**config.mk**
```make
export PLATFORM = sky130hd
export DESIGN_NAME = source_tokenizer_unit
export DESIGN_NICKNAME = d
export VERILOG_FILES = /design/src/hdl/stu_pkg.sv /design/src/hdl/source_tokenizer_unit.sv /design/src/hdl/stu_lexer.sv /design/src/hdl/stu_out_queue.sv
export SDC_FILE = /design/constraint.sdc
export NUM_CORES = 2
export LEC_CHECK = 0
export BUFFER_PORTS_ARGS = -buffer_cell sky130_fd_sc_hd__buf_2
export CORE_ASPECT_RATIO = 1.5
export CORE_MARGIN = 2
export CORE_UTILIZATION = 55
export DETAILED_ROUTE_END_ITERATION = 8
export PLACE_DENSITY = 0.73
export SYNTH_ARGS = -nofsm -noshare
export SYNTH_HDL_FRONTEND = slang
export SYNTH_SLANG_ARGS = --single-unit
```
**constraint.sdc**
```tcl
create_clock -name clock -period 16.94 [get_ports clock]
set_input_delay 0.847 -clock clock [delete_from_list [all_inputs] [get_ports clock]]
set_output_delay 0.847 -clock clock [all_outputs]
set_load 0.02 [all_outputs]
```
**src/hdl/stu_pkg.sv**
```systemverilog
`default_nettype none

package stu_pkg;

   localparam int COUNTER_WIDTH_DEFAULT = 16;
   localparam int MAX_RESULTS = 3;

   typedef struct packed {
      logic [7:0] source_byte;
      logic       final_byte;
   } req_type;

   typedef struct packed {
      logic [4:0]  token_kind;
      logic [1:0]  error_code;
      logic [31:0] start_offset;
      logic [15:0] token_length;
      logic [15:0] token_line;
      logic [15:0] token_column;
      logic [7:0]  bad_char;
      logic        last_of_run;
   } rsp_type;

   // All results that one source byte causes, in delivery order.
   typedef struct packed {
      rsp_type [MAX_RESULTS-1:0] res;
      logic [1:0]                count;
   } bundle_type;

   typedef enum logic [3:0] {
      MODE_IDLE,
      MODE_IDENT,
      MODE_NUM,
      MODE_STR,
      MODE_EQ,
      MODE_BANG,
      MODE_GT,
      MODE_LT,
      MODE_SLASH,
      MODE_COMMENT,
      MODE_ERR
   } mode_type;

   localparam logic [4:0] KIND_EOF    = 5'd0;
   localparam logic [4:0] KIND_IDENT  = 5'd1;
   localparam logic [4:0] KIND_NUMBER = 5'd2;
   localparam logic [4:0] KIND_STRING = 5'd3;
   localparam logic [4:0] KIND_LET    = 5'd4;
   localparam logic [4:0] KIND_ASSIGN = 5'd8;
   localparam logic [4:0] KIND_EQ     = 5'd9;
   localparam logic [4:0] KIND_NE     = 5'd10;
   localparam logic [4:0] KIND_GT     = 5'd11;
   localparam logic [4:0] KIND_GE     = 5'd12;
   localparam logic [4:0] KIND_LT     = 5'd13;
   localparam logic [4:0] KIND_LE     = 5'd14;
   localparam logic [4:0] KIND_SEMI   = 5'd15;
   localparam logic [4:0] KIND_PLUS   = 5'd16;
   localparam logic [4:0] KIND_MINUS  = 5'd17;
   localparam logic [4:0] KIND_STAR   = 5'd18;
   localparam logic [4:0] KIND_SLASH  = 5'd19;
   localparam logic [4:0] KIND_LBRACE = 5'd20;
   localparam logic [4:0] KIND_RBRACE = 5'd21;
   localparam logic [4:0] KIND_LPAREN = 5'd22;
   localparam logic [4:0] KIND_RPAREN = 5'd23;

   localparam logic [1:0] ERR_NONE       = 2'd0;
   localparam logic [1:0] ERR_UNEXPECTED = 2'd1;
   localparam logic [1:0] ERR_BANG       = 2'd2;
   localparam logic [1:0] ERR_UNTERM     = 2'd3;

   // Keyword spellings in kind order: let, show, if, else.
   localparam logic [7:0] KW_TEXT [4][4] = '{
      '{8'h6C, 8'h65, 8'h74, 8'h00},
      '{8'h73, 8'h68, 8'h6F, 8'h77},
      '{8'h69, 8'h66, 8'h00, 8'h00},
      '{8'h65, 8'h6C, 8'h73, 8'h65}
   };
   localparam logic [2:0] KW_LEN [4] = '{3'd3, 3'd4, 3'd2, 3'd4};

endpackage

`default_nettype wire

```
**src/hdl/source_tokenizer_unit.sv**
```systemverilog
`default_nettype none

// Streaming tokenizer. Source text arrives one byte per req beat, with
// final_byte set on the last byte of the text. Each rsp beat carries one
// token or error: kind, error code, start offset, length, line, the column
// just after the token, the offending byte, and last_of_run on the final
// result that a given byte caused. A byte causes zero to three results; the
// final byte always ends with an end-of-source result and then the block
// starts over at line 1, column 1, offset 0.
// A byte accepted into the input register is lexed from it combinationally
// once the result queue has room, and its results are registered into the
// queue, whose head result drives rsp. Throughput: one byte per cycle as
// long as each byte causes at most one result and rsp_ready stays high; a
// byte with k results takes k rsp beats. The limit is the single-beat rsp
// port, fed from a two-slot result queue; the per-byte state update itself
// never holds the flow.
// A stalled rsp side fills the queue, then the input register, and then
// req_ready drops; nothing is lost. After a lexical error one error beat is
// sent and later bytes are dropped until the final byte.
// Reset (synchronous, active high) empties the queue and input register and
// returns the scanner to its idle state.

module source_tokenizer_unit
   import stu_pkg::*;
#(
   parameter int COUNTER_WIDTH = COUNTER_WIDTH_DEFAULT
) (
   input  wire logic    clock,
   input  wire logic    reset,
   input  wire logic    req_valid,
   output logic         req_ready,
   input  wire req_type req_payload,
   output logic         rsp_valid,
   input  wire logic    rsp_ready,
   output rsp_type      rsp_payload
);

   // Input register: holds one byte until the queue has room for its results.
   logic       in_valid_ff, in_valid_in;
   req_type    in_req_ff;
   logic       space;
   logic       step;
   logic       push;
   bundle_type bundle;

   assign step        = in_valid_ff && space;
   assign req_ready   = !in_valid_ff || space;

   always_comb begin
      in_valid_in = in_valid_ff;
      if (req_valid && req_ready) begin
         in_valid_in = 1'b1;
      end else if (step) begin
         in_valid_in = 1'b0;
      end
   end

   always_ff @(posedge clock) begin
      if (reset) begin
         in_valid_ff <= 1'b0;
      end else begin
         in_valid_ff <= in_valid_in;
      end
   end

   always_ff @(posedge clock) begin
      if (req_valid && req_ready) begin
         in_req_ff <= req_payload;
      end
   end

   stu_lexer #(
      .COUNTER_WIDTH(COUNTER_WIDTH)
   ) u_lexer (
      .clock  (clock),
      .reset  (reset),
      .step   (step),
      .req    (in_req_ff),
      .bundle (bundle),
      .push   (push)
   );

   stu_out_queue u_queue (
      .clock       (clock),
      .reset       (reset),
      .push        (push),
      .bundle_in   (bundle),
      .space       (space),
      .rsp_valid   (rsp_valid),
      .rsp_ready   (rsp_ready),
      .rsp_payload (rsp_payload)
   );

`ifndef SYNTHESIS
   // The end-of-source result always closes the run of its byte.
   a_eof_last: assert property (@(posedge clock) disable iff (reset)
      (rsp_valid && (rsp_payload.token_kind == KIND_EOF) &&
       (rsp_payload.error_code == ERR_NONE)) |-> rsp_payload.last_of_run)
      else $error("end-of-source result not marked last of run");

   // Error beats carry no token kind and no text.
   a_err_shape: assert property (@(posedge clock) disable iff (reset)
      (rsp_valid && (rsp_payload.error_code != ERR_NONE)) |->
      ((rsp_payload.token_kind == KIND_EOF) && (rsp_payload.token_length == 16'd0)))
      else $error("error result with token kind or length");

   // Only an unexpected-character error reports an offending byte.
   a_bad_char: assert property (@(posedge clock) disable iff (reset)
      (rsp_valid && (rsp_payload.bad_char != 8'h00)) |->
      (rsp_payload.error_code == ERR_UNEXPECTED))
      else $error("offending byte on a result that is not an unexpected character");

   // Line numbers start at one and saturate, so zero never appears.
   a_line_nonzero: assert property (@(posedge clock) disable iff (reset)
      rsp_valid |-> (rsp_payload.token_line != 16'd0))
      else $error("result with line number zero");
`endif

endmodule

`default_nettype wire

```
**src/hdl/stu_lexer.sv**
```systemverilog
`default_nettype none

module stu_lexer
   import stu_pkg::*;
#(
   parameter int COUNTER_WIDTH = COUNTER_WIDTH_DEFAULT
) (
   input  wire logic       clock,
   input  wire logic       reset,
   input  wire logic       step,
   input  wire req_type    req,
   output bundle_type      bundle,
   output logic            push
);

   localparam int CW = COUNTER_WIDTH;

   localparam logic [7:0] CH_TAB    = 8'h09;
   localparam logic [7:0] CH_NL     = 8'h0A;
   localparam logic [7:0] CH_SPACE  = 8'h20;
   localparam logic [7:0] CH_BANG   = 8'h21;
   localparam logic [7:0] CH_QUOTE  = 8'h22;
   localparam logic [7:0] CH_LPAREN = 8'h28;
   localparam logic [7:0] CH_RPAREN = 8'h29;
   localparam logic [7:0] CH_STAR   = 8'h2A;
   localparam logic [7:0] CH_PLUS   = 8'h2B;
   localparam logic [7:0] CH_MINUS  = 8'h2D;
   localparam logic [7:0] CH_SLASH  = 8'h2F;
   localparam logic [7:0] CH_SEMI   = 8'h3B;
   localparam logic [7:0] CH_LT     = 8'h3C;
   localparam logic [7:0] CH_EQUAL  = 8'h3D;
   localparam logic [7:0] CH_GT     = 8'h3E;
   localparam logic [7:0] CH_UNDER  = 8'h5F;
   localparam logic [7:0] CH_LBRACE = 8'h7B;
   localparam logic [7:0] CH_RBRACE = 8'h7D;

   mode_type         mode_ff, mode_in;
   logic [CW-1:0]    line_ff, line_in;
   logic [CW-1:0]    col_ff, col_in;
   logic [CW-1:0]    len_ff, len_in;
   logic [CW-1:0]    sline_ff, sline_in;
   logic [CW-1:0]    scol_ff, scol_in;
   logic [31:0]      off_ff, off_in;
   logic [31:0]      start_ff, start_in;
   logic [3:0]       kw_ff, kw_in;

   mode_type                  m;
   logic [CW-1:0]             ln, cl, lc, sl, sc, colm1;
   logic [31:0]               ts, off_next;
   logic [3:0]                kw;
   logic [1:0]                n;
   rsp_type [MAX_RESULTS-1:0] res;
   logic                      redo, bad;
   logic [4:0]                single;
   logic [7:0]                b;
   logic                      is_alpha, is_digit, is_word;

   function automatic logic [CW-1:0] inc_cnt(input logic [CW-1:0] v);
      return (&v) ? v : CW'(v + 1'b1);
   endfunction

   function automatic logic [15:0] sat16(input logic [CW-1:0] v);
      return (32'(v) > 32'h0000_FFFF) ? 16'hFFFF : 16'(v);
   endfunction

   function automatic logic [3:0] kw_filter(input logic [3:0] k_in, input logic [CW-1:0] idx,
                                            input logic [7:0] ch);
      logic [3:0] k_out;
      k_out = k_in;
      for (int k = 0; k < 4; k++) begin
         if ((idx >= CW'(KW_LEN[k])) || (KW_TEXT[k][idx[1:0]] != ch)) begin
            k_out[k] = 1'b0;
         end
      end
      return k_out;
   endfunction

   function automatic logic [4:0] ident_kind(input logic [3:0] k_in, input logic [CW-1:0] len);
      logic [4:0] kind;
      kind = KIND_IDENT;
      for (int k = 0; k < 4; k++) begin
         if (k_in[k] && (len == CW'(KW_LEN[k]))) begin
            kind = KIND_LET + 5'(k);
         end
      end
      return kind;
   endfunction

   function automatic rsp_type make_res(input logic [4:0] kind, input logic [1:0] err,
                                        input logic [31:0] start, input logic [15:0] len,
                                        input logic [15:0] line, input logic [15:0] col,
                                        input logic [7:0] bad_byte);
      rsp_type r;
      r.token_kind   = kind;
      r.error_code   = err;
      r.start_offset = start;
      r.token_length = len;
      r.token_line   = line;
      r.token_column = col;
      r.bad_char     = bad_byte;
      r.last_of_run  = 1'b0;
      return r;
   endfunction

   assign b        = req.source_byte;
   assign is_alpha = ((b >= 8'h61) && (b <= 8'h7A)) || ((b >= 8'h41) && (b <= 8'h5A));
   assign is_digit = (b >= 8'h30) && (b <= 8'h39);
   assign is_word  = is_alpha || is_digit || (b == CH_UNDER);
   assign off_next = (&off_ff) ? off_ff : off_ff + 32'd1;

   always_comb begin
      m      = mode_ff;
      ln     = line_ff;
      cl     = col_ff;
      lc     = len_ff;
      sl     = sline_ff;
      sc     = scol_ff;
      ts     = start_ff;
      kw     = kw_ff;
      n      = 2'd0;
      res    = '0;
      redo   = 1'b0;
      bad    = 1'b0;
      single = KIND_EOF;
      colm1  = '0;

      // A pending token either absorbs the byte or is closed by it; a closed
      // identifier, number or operator hands the byte on to the idle rules.
      case (mode_ff)
         MODE_IDLE: begin
            redo = 1'b1;
         end
         MODE_IDENT: begin
            if (is_word) begin
               kw = kw_filter(kw, lc, b);
               lc = inc_cnt(lc);
               cl = inc_cnt(cl);
            end else begin
               res[n] = make_res(ident_kind(kw, lc), ERR_NONE, ts, sat16(lc), sat16(ln),
                                 sat16(cl), 8'h00);
               n = n + 2'd1;
               m = MODE_IDLE;
               redo = 1'b1;
            end
         end
         MODE_NUM: begin
            if (is_digit) begin
               lc = inc_cnt(lc);
               cl = inc_cnt(cl);
            end else begin
               res[n] = make_res(KIND_NUMBER, ERR_NONE, ts, sat16(lc), sat16(ln), sat16(cl),
                                 8'h00);
               n = n + 2'd1;
               m = MODE_IDLE;
               redo = 1'b1;
            end
         end
         MODE_STR: begin
            if (b == CH_QUOTE) begin
               cl = inc_cnt(cl);
               res[n] = make_res(KIND_STRING, ERR_NONE, ts, sat16(lc), sat16(ln), sat16(cl),
                                 8'h00);
               n = n + 2'd1;
               m = MODE_IDLE;
            end else begin
               lc = inc_cnt(lc);
               if (b == CH_NL) begin
                  ln = inc_cnt(ln);
                  cl = CW'(1);
               end else begin
                  cl = inc_cnt(cl);
               end
            end
         end
         MODE_EQ, MODE_GT, MODE_LT: begin
            m = MODE_IDLE;
            if (b == CH_EQUAL) begin
               cl = inc_cnt(cl);
               res[n] = make_res((mode_ff == MODE_EQ) ? KIND_EQ :
                                 (mode_ff == MODE_GT) ? KIND_GE : KIND_LE,
                                 ERR_NONE, ts, 16'd2, sat16(ln), sat16(cl), 8'h00);
            end else begin
               res[n] = make_res((mode_ff == MODE_EQ) ? KIND_ASSIGN :
                                 (mode_ff == MODE_GT) ? KIND_GT : KIND_LT,
                                 ERR_NONE, ts, 16'd1, sat16(ln), sat16(cl), 8'h00);
               redo = 1'b1;
            end
            n = n + 2'd1;
         end
         MODE_BANG: begin
            if (b == CH_EQUAL) begin
               cl = inc_cnt(cl);
               res[n] = make_res(KIND_NE, ERR_NONE, ts, 16'd2, sat16(ln), sat16(cl), 8'h00);
               m = MODE_IDLE;
            end else begin
               colm1 = (cl > CW'(1)) ? CW'(cl - 1'b1) : CW'(1);
               res[n] = make_res(KIND_EOF, ERR_BANG, ts, 16'd0, sat16(ln), sat16(colm1),
                                 8'h00);
               m = MODE_ERR;
            end
            n = n + 2'd1;
         end
         MODE_SLASH: begin
            if (b == CH_SLASH) begin
               cl = inc_cnt(cl);
               m = MODE_COMMENT;
            end else begin
               res[n] = make_res(KIND_SLASH, ERR_NONE, ts, 16'd1, sat16(ln), sat16(cl),
                                 8'h00);
               n = n + 2'd1;
               m = MODE_IDLE;
               redo = 1'b1;
            end
         end
         MODE_COMMENT: begin
            if (b == CH_NL) begin
               ln = inc_cnt(ln);
               cl = CW'(1);
               m = MODE_IDLE;
            end else begin
               cl = inc_cnt(cl);
            end
         end
         default: begin
         end
      endcase

      // Rules for a byte that arrives between tokens.
      if (redo) begin
         if ((b == CH_SPACE) || (b == CH_TAB)) begin
            cl = inc_cnt(cl);
         end else if (b == CH_NL) begin
            ln = inc_cnt(ln);
            cl = CW'(1);
         end else begin
            ts = off_ff;
            if (is_alpha || is_digit) begin
               m  = is_alpha ? MODE_IDENT : MODE_NUM;
               kw = kw_filter(4'hF, '0, b);
               lc = CW'(1);
               cl = inc_cnt(cl);
            end else if (b == CH_QUOTE) begin
               cl = inc_cnt(cl);
               m  = MODE_STR;
               ts = off_next;
               lc = '0;
               sl = ln;
               sc = cl;
            end else begin
               case (b)
                  CH_EQUAL:  m = MODE_EQ;
                  CH_BANG:   m = MODE_BANG;
                  CH_GT:     m = MODE_GT;
                  CH_LT:     m = MODE_LT;
                  CH_SLASH:  m = MODE_SLASH;
                  CH_SEMI:   single = KIND_SEMI;
                  CH_PLUS:   single = KIND_PLUS;
                  CH_MINUS:  single = KIND_MINUS;
                  CH_STAR:   single = KIND_STAR;
                  CH_LBRACE: single = KIND_LBRACE;
                  CH_RBRACE: single = KIND_RBRACE;
                  CH_LPAREN: single = KIND_LPAREN;
                  CH_RPAREN: single = KIND_RPAREN;
                  default:   bad = 1'b1;
               endcase
               if (bad) begin
                  res[n] = make_res(KIND_EOF, ERR_UNEXPECTED, off_ff, 16'd0, sat16(ln),
                                    sat16(cl), b);
                  n = n + 2'd1;
                  cl = inc_cnt(cl);
                  m = MODE_ERR;
               end else begin
                  cl = inc_cnt(cl);
                  if (single != KIND_EOF) begin
                     res[n] = make_res(single, ERR_NONE, ts, 16'd1, sat16(ln), sat16(cl),
                                       8'h00);
                     n = n + 2'd1;
                  end
               end
            end
         end
      end

      // The final byte closes whatever is pending and ends the source.
      if (req.final_byte) begin
         case (m)
            MODE_IDENT: begin
               res[n] = make_res(ident_kind(kw, lc), ERR_NONE, ts, sat16(lc), sat16(ln),
                                 sat16(cl), 8'h00);
               n = n + 2'd1;
            end
            MODE_NUM: begin
               res[n] = make_res(KIND_NUMBER, ERR_NONE, ts, sat16(lc), sat16(ln), sat16(cl),
                                 8'h00);
               n = n + 2'd1;
            end
            MODE_STR: begin
               res[n] = make_res(KIND_EOF, ERR_UNTERM, ts, 16'd0, sat16(sl), sat16(sc), 8'h00);
               n = n + 2'd1;
            end
            MODE_EQ, MODE_GT, MODE_LT, MODE_SLASH: begin
               res[n] = make_res((m == MODE_EQ) ? KIND_ASSIGN :
                                 (m == MODE_GT) ? KIND_GT :
                                 (m == MODE_LT) ? KIND_LT : KIND_SLASH,
                                 ERR_NONE, ts, 16'd1, sat16(ln), sat16(cl), 8'h00);
               n = n + 2'd1;
            end
            MODE_BANG: begin
               colm1 = (cl > CW'(1)) ? CW'(cl - 1'b1) : CW'(1);
               res[n] = make_res(KIND_EOF, ERR_BANG, ts, 16'd0, sat16(ln), sat16(colm1),
                                 8'h00);
               n = n + 2'd1;
            end
            default: begin
            end
         endcase
         res[n] = make_res(KIND_EOF, ERR_NONE, off_next, 16'd0, sat16(ln), sat16(cl), 8'h00);
         n = n + 2'd1;
      end

      for (int i = 0; i < MAX_RESULTS; i++) begin
         res[i].last_of_run = (n != 2'd0) && (2'(i) == 2'(n - 2'd1));
      end

      bundle.res   = res;
      bundle.count = n;
      push         = step && (n != 2'd0);

      if (req.final_byte) begin
         mode_in  = MODE_IDLE;
         line_in  = CW'(1);
         col_in   = CW'(1);
         len_in   = '0;
         sline_in = CW'(1);
         scol_in  = CW'(1);
         off_in   = '0;
         start_in = '0;
         kw_in    = 4'hF;
      end else begin
         mode_in  = m;
         line_in  = ln;
         col_in   = cl;
         len_in   = lc;
         sline_in = sl;
         scol_in  = sc;
         off_in   = off_next;
         start_in = ts;
         kw_in    = kw;
      end
   end

   always_ff @(posedge clock) begin
      if (reset) begin
         mode_ff  <= MODE_IDLE;
         line_ff  <= CW'(1);
         col_ff   <= CW'(1);
         len_ff   <= '0;
         sline_ff <= CW'(1);
         scol_ff  <= CW'(1);
         off_ff   <= '0;
         start_ff <= '0;
         kw_ff    <= 4'hF;
      end else if (step) begin
         mode_ff  <= mode_in;
         line_ff  <= line_in;
         col_ff   <= col_in;
         len_ff   <= len_in;
         sline_ff <= sline_in;
         scol_ff  <= scol_in;
         off_ff   <= off_in;
         start_ff <= start_in;
         kw_ff    <= kw_in;
      end
   end

endmodule

`default_nettype wire

```
**src/hdl/stu_out_queue.sv**
```systemverilog
`default_nettype none

module stu_out_queue
   import stu_pkg::*;
(
   input  wire logic        clock,
   input  wire logic        reset,
   input  wire logic        push,
   input  wire bundle_type  bundle_in,
   output logic             space,
   output logic             rsp_valid,
   input  wire logic        rsp_ready,
   output rsp_type          rsp_payload
);

   // Two bundle slots: one being drained, one filling behind it.
   bundle_type slot_ff [2];
   logic       head_ff, head_in;
   logic [1:0] count_ff, count_in;
   logic [1:0] idx_ff, idx_in;
   logic       tail;
   logic       pop_beat, pop_bundle;

   assign space       = (count_ff != 2'd2);
   assign rsp_valid   = (count_ff != 2'd0);
   assign rsp_payload = slot_ff[head_ff].res[idx_ff];
   assign tail        = head_ff ^ count_ff[0];
   assign pop_beat    = rsp_valid && rsp_ready;
   assign pop_bundle  = pop_beat && (idx_ff == 2'(slot_ff[head_ff].count - 2'd1));

   always_comb begin
      head_in  = head_ff;
      idx_in   = idx_ff;
      count_in = count_ff;
      if (pop_bundle) begin
         head_in = ~head_ff;
         idx_in  = 2'd0;
      end else if (pop_beat) begin
         idx_in = idx_ff + 2'd1;
      end
      case ({push, pop_bundle})
         2'b10:   count_in = count_ff + 2'd1;
         2'b01:   count_in = count_ff - 2'd1;
         default: count_in = count_ff;
      endcase
   end

   always_ff @(posedge clock) begin
      if (reset) begin
         head_ff  <= 1'b0;
         idx_ff   <= 2'd0;
         count_ff <= 2'd0;
      end else begin
         head_ff  <= head_in;
         idx_ff   <= idx_in;
         count_ff <= count_in;
      end
   end

   always_ff @(posedge clock) begin
      if (push) begin
         slot_ff[tail] <= bundle_in;
      end
   end

endmodule

`default_nettype wire

```
==> impl_metrics.py <==
metrics = {
    "clocking": {
        "htreeDepth": 3,
        "clock_path_buffers": 3,
        "ctsResizeCount": 0,
        "cts_num_sinks": 732,
        "post_cts_buffers": 0,
        "clock_latency_ns": 0.64,
        "cts_tree": "done",
        "cts_buffers": 71,
        "cts_root_buf": "clkbuf_16",
        "clk_pin_slew_ns": 0.06,
        "holdBufCountCts": 0,
    },
    "routing": {
        "ant_nets": 0,
        "wire_per_inst_um": 29.35,
        "vias": 37652,
        "drtIter0Drc": 5516,
        "drtPass1Iterations": 9,
        "drc_errors": 0,
        "vias_per_cell": 7.104,
        "drt-total-wl_um": 155600,
    },
    "timing": {
        "fin_crit_ns": 8.463,
        "worstMarginPinSlew_ns": 1.283,
        "finalCritPeriodShare_pct": 49.96,
        "finClkSkew_ns": 0.03136,
        "timing.fmax_mhz": 118.2,
        "setup_viol": 0,
        "slew_violations": 0,
        "fin_setup_tns_ns": 0,
        "rsz0062_at_grt": "false",
        "finalHoldViolCount": 0,
        "slew_headroom_pct": 14.12,
    },
    "worst_setup_path": {
        "critical_path_required_ns": 17.42,
        "critical_path.max_fanout": 76,
        "crit_chain": "nor4b_4 -> a21oi_2 -> a211oi_2 -> a21o_2 -> buf_4 -> o311ai_1 -> nor2_1 -> xor2_1 -> o21a_1 -> a21boi_0 -> ha_2 -> inv_1 -> nor2_2 -> buf_4 -> nor2_1 -> buf_4 -> nand2_1 -> nor4_1 -> and2_1",
        "worstPathArrival_ns": 8.94,
        "path_delay_family": "simple AND/OR/NAND/NOR gates",
        "worst_path_most_repeated_cell": "buf_4",
        "r2r_slack_ns": 8.48,
        "cp_slowest_cell": "nor4_1",
        "path_buf_inv": 4,
        "crit_type": "reg2reg",
        "endpoint_kind": "register",
        "startpoint_type": "register",
        "cp_slowest_stage_delay_ns": 0.88,
    },
    "yosys": {
        "yosysWarnings": 0,
        "synthesis.instances": 4323,
        "syn_area_um2": 42200,
        "synth_edf_count": 573,
        "ys_ff_latch": 732,
        "ys_seq_area_share_pct": 48.32,
        "yosysTopAreaCell": "edfxtp_1",
        "synth_ff_type": "edfxtp_1",
        "synth_nets": 4357,
        "yosysUniqueCellTypes": 110,
        "syn_area_per_cell_um2": 9.762,
        "async_reset_ff_share_pct": 0,
        "synthTopCellsByArea": "edfxtp_1 (41%), dfxtp_1 (7.5%), mux4_2 (5.1%)",
        "netlist.area_leader.share_pct": 40.77,
    },
    "die": {
        "die_h_um": 343.2,
        "io_pins": 111,
        "start_util_pct": 55.40,
        "fp-row-count": 124,
        "dieArea_um2": 79000,
        "dieWidth_um": 230.2,
        "placeableCoreArea_um2": 76180,
    },
    "min_path": {
        "min_path_type": "in2reg",
    },
    "cells_and_area": {
        "drive_above_1_share_pct": 12.05,
        "regArea_um2": 20400,
        "area_delta_synth_final_pct": 8.338,
        "n_antenna_cell": 0,
        "n_fill_cell": 6354,
        "instances_no_fill": 5300,
        "multi_input_area_um2": 19920,
        "nets": 4271,
    },
    "place": {
        "place.gp.congestion": 1.055,
        "portBuffers": 110,
        "dpl.cell_count": 5172,
        "hpwl_um": 105000,
    },
    "grt": {
        "first_global_vias": 35724,
        "grt_overflow_total": 0,
        "grt_max_degree": 153,
        "grt_pass1_wl_um": 227300,
        "antenna_found_initial": 2,
        "track_usage_pct": 38.43,
    },
    "run": {
        "maxCapViolations": 0,
    },
    "power_and_ir_drop": {
        "p_leak_nw": 14.76,
        "peakVddDrop_mv": 0.08403,
        "internal_power_mw": 3.483,
        "p_per_area_nw_per_um2": 118.0,
        "sequentialPowerShare_pct": 41.3,
        "comb_power_share_pct": 29.8,
        "pwr-share-clk_pct": 28.8,
        "sw_frac_of_total_pct": 35.40,
        "power_switching_mw": 1.909,
    },
    "status": {
        "status": "completed",
    },
}
## sequential cells by signal, summed over array words and instances, names as in the netlist, named ones only
name / count
in_valid_ff: 1
u_lexer.off_ff: 32
u_queue.idx_ff: 2
u_lexer.col_ff: 16
u_lexer.kw_ff: 4
u_lexer.len_ff: 16
u_queue.head_ff: 1
u_lexer.scol_ff: 16
in_req_ff: 9
u_lexer.mode_ff: 4
u_lexer.line_ff: 16
u_lexer.sline_ff: 16
u_queue.slot_ff: 564
u_lexer.start_ff: 32
u_queue.count_ff: 2
## cell usage in the layout (no fill, tap or decap), types with 19 or more instances in the layout
cell type / instances
clkbuf_16: 71
nand4_1: 34
nor3_1: 104
nand3_1: 103
nor2_1: 495
xnor2_1: 80
nand2b_1: 23
a221oi_1: 41
or3_1: 35
a211oi_1: 32
xor2_1: 48
nand2_1: 352
a21o_1: 20
nor4_1: 37
a22oi_1: 167
a21oi_1: 328
o21ai_0: 282
dfxtp_1: 156
and3_1: 33
edfxtp_1: 573
buf_4: 107
clkinv_2: 19
nor3b_1: 19
buf_2: 109
and2_1: 31
inv_1: 130
mux2i_1: 100
nor2b_1: 27
o22ai_1: 177
mux4_2: 96
a31oi_1: 52
## worst paths after layout
| check | cells past startpoint | to | start |
|---|---|---|---|
| max | 19 | u_queue.slot_ff[0][101] | in_req_ff[5] |
| min | 1 | in_req_ff[0] | req_payload[0] |
| max reg2reg | 19 | u_queue.slot_ff[0][101] | in_req_ff[5] |
| min reg2reg | 2 | u_lexer.sline_ff[6] | u_lexer.sline_ff[6] |
## through the flow
stage / setup slack, ns / hold WS (ns) / total power [mW] / instance area [um^2] / util [%]
after global routing: 8.127 / 0.4181 / 5.528 / 45720 / 60.01
after CTS: 8.743 / 0.4032 / 5.339 / 45720 / 60.01
final: 8.477 / 0.4183 / 5.393 / 45720 / 60.01
after detailed placement: 8.777 / 0.4718 / 3.809 / 43480 / 57.08
after global placement: 8.962 / 0.4618 / 3.789 / 43480 / 57.08
after floorplan: 4.284 / 0.4466 / 3.243 / 42200 / -
## routing by layer
layer / GRT usage, % / share of wire (%) / up-vias / wire length [um]
li1: - / - / 16175 / -
met1: 44.62 / 34 / 18107 / 52340
met2: 64.98 / 48 / 2617 / 75330
met5: 0 / 0 / - / 0
met3: 6.358 / 9.6 / 753 / 14970
met4: 27.10 / 8.3 / 0 / 12920
## synthesized netlist by cell type, drive strengths merged, types with 32 or more instances
library cell / instances
nand3: 105
a31oi: 52
o21ai: 293
and3: 33
nand4: 34
xnor2: 80
nor3: 106
a211oi: 34
edfxtp: 573
dfxtp: 159
or3: 35
a21oi: 332
nand2: 355
xor2: 48
a22oi: 167
a221oi: 42
buf: 67
mux2i: 100
mux4: 96
nor2: 505
and2: 32
inv: 133
clkbuf: 310
o22ai: 177
nor4: 41
## final cells by class
cell class              count  share of cell area (%)
clock buffers              87                   4.127
repair buffers            218                   3.038
inverters                 135                   1.111
clock inverters            41                  0.7663
well taps                1008                   2.759
flip-flops and latches    732                   44.62
multi-input cells        3079                   43.58
## power by group through the flow
| stage | Combinational (mW) | Clock (mW) | Sequential [mW] |
|---|---|---|---|
| global route | 1.66 | 1.63 | 2.24 |
| finish | 1.61 | 1.55 | 2.23 |
| global placement | 1.53 | 0 | 2.26 |
| floorplan | 0.977 | 0 | 2.27 |
| CTS | 1.55 | 1.56 | 2.23 |
| detailed placement | 1.54 | 0 | 2.27 |
## cells by family after synthesis
kind of cell               count (synthesis)  share of synthesized area (%)
xor gates and xnor gates                 128                          2.657
adders and majority gates                 21                         0.6226
muxes                                    204                          7.709
AOI/OAI and AO/OA                       1328                          20.26
DFF                                      732                          48.32
buffers and inverters                    512                          4.726
and+or+nand+nor                         1398                          15.71
Power figures use the tool's default switching activity.
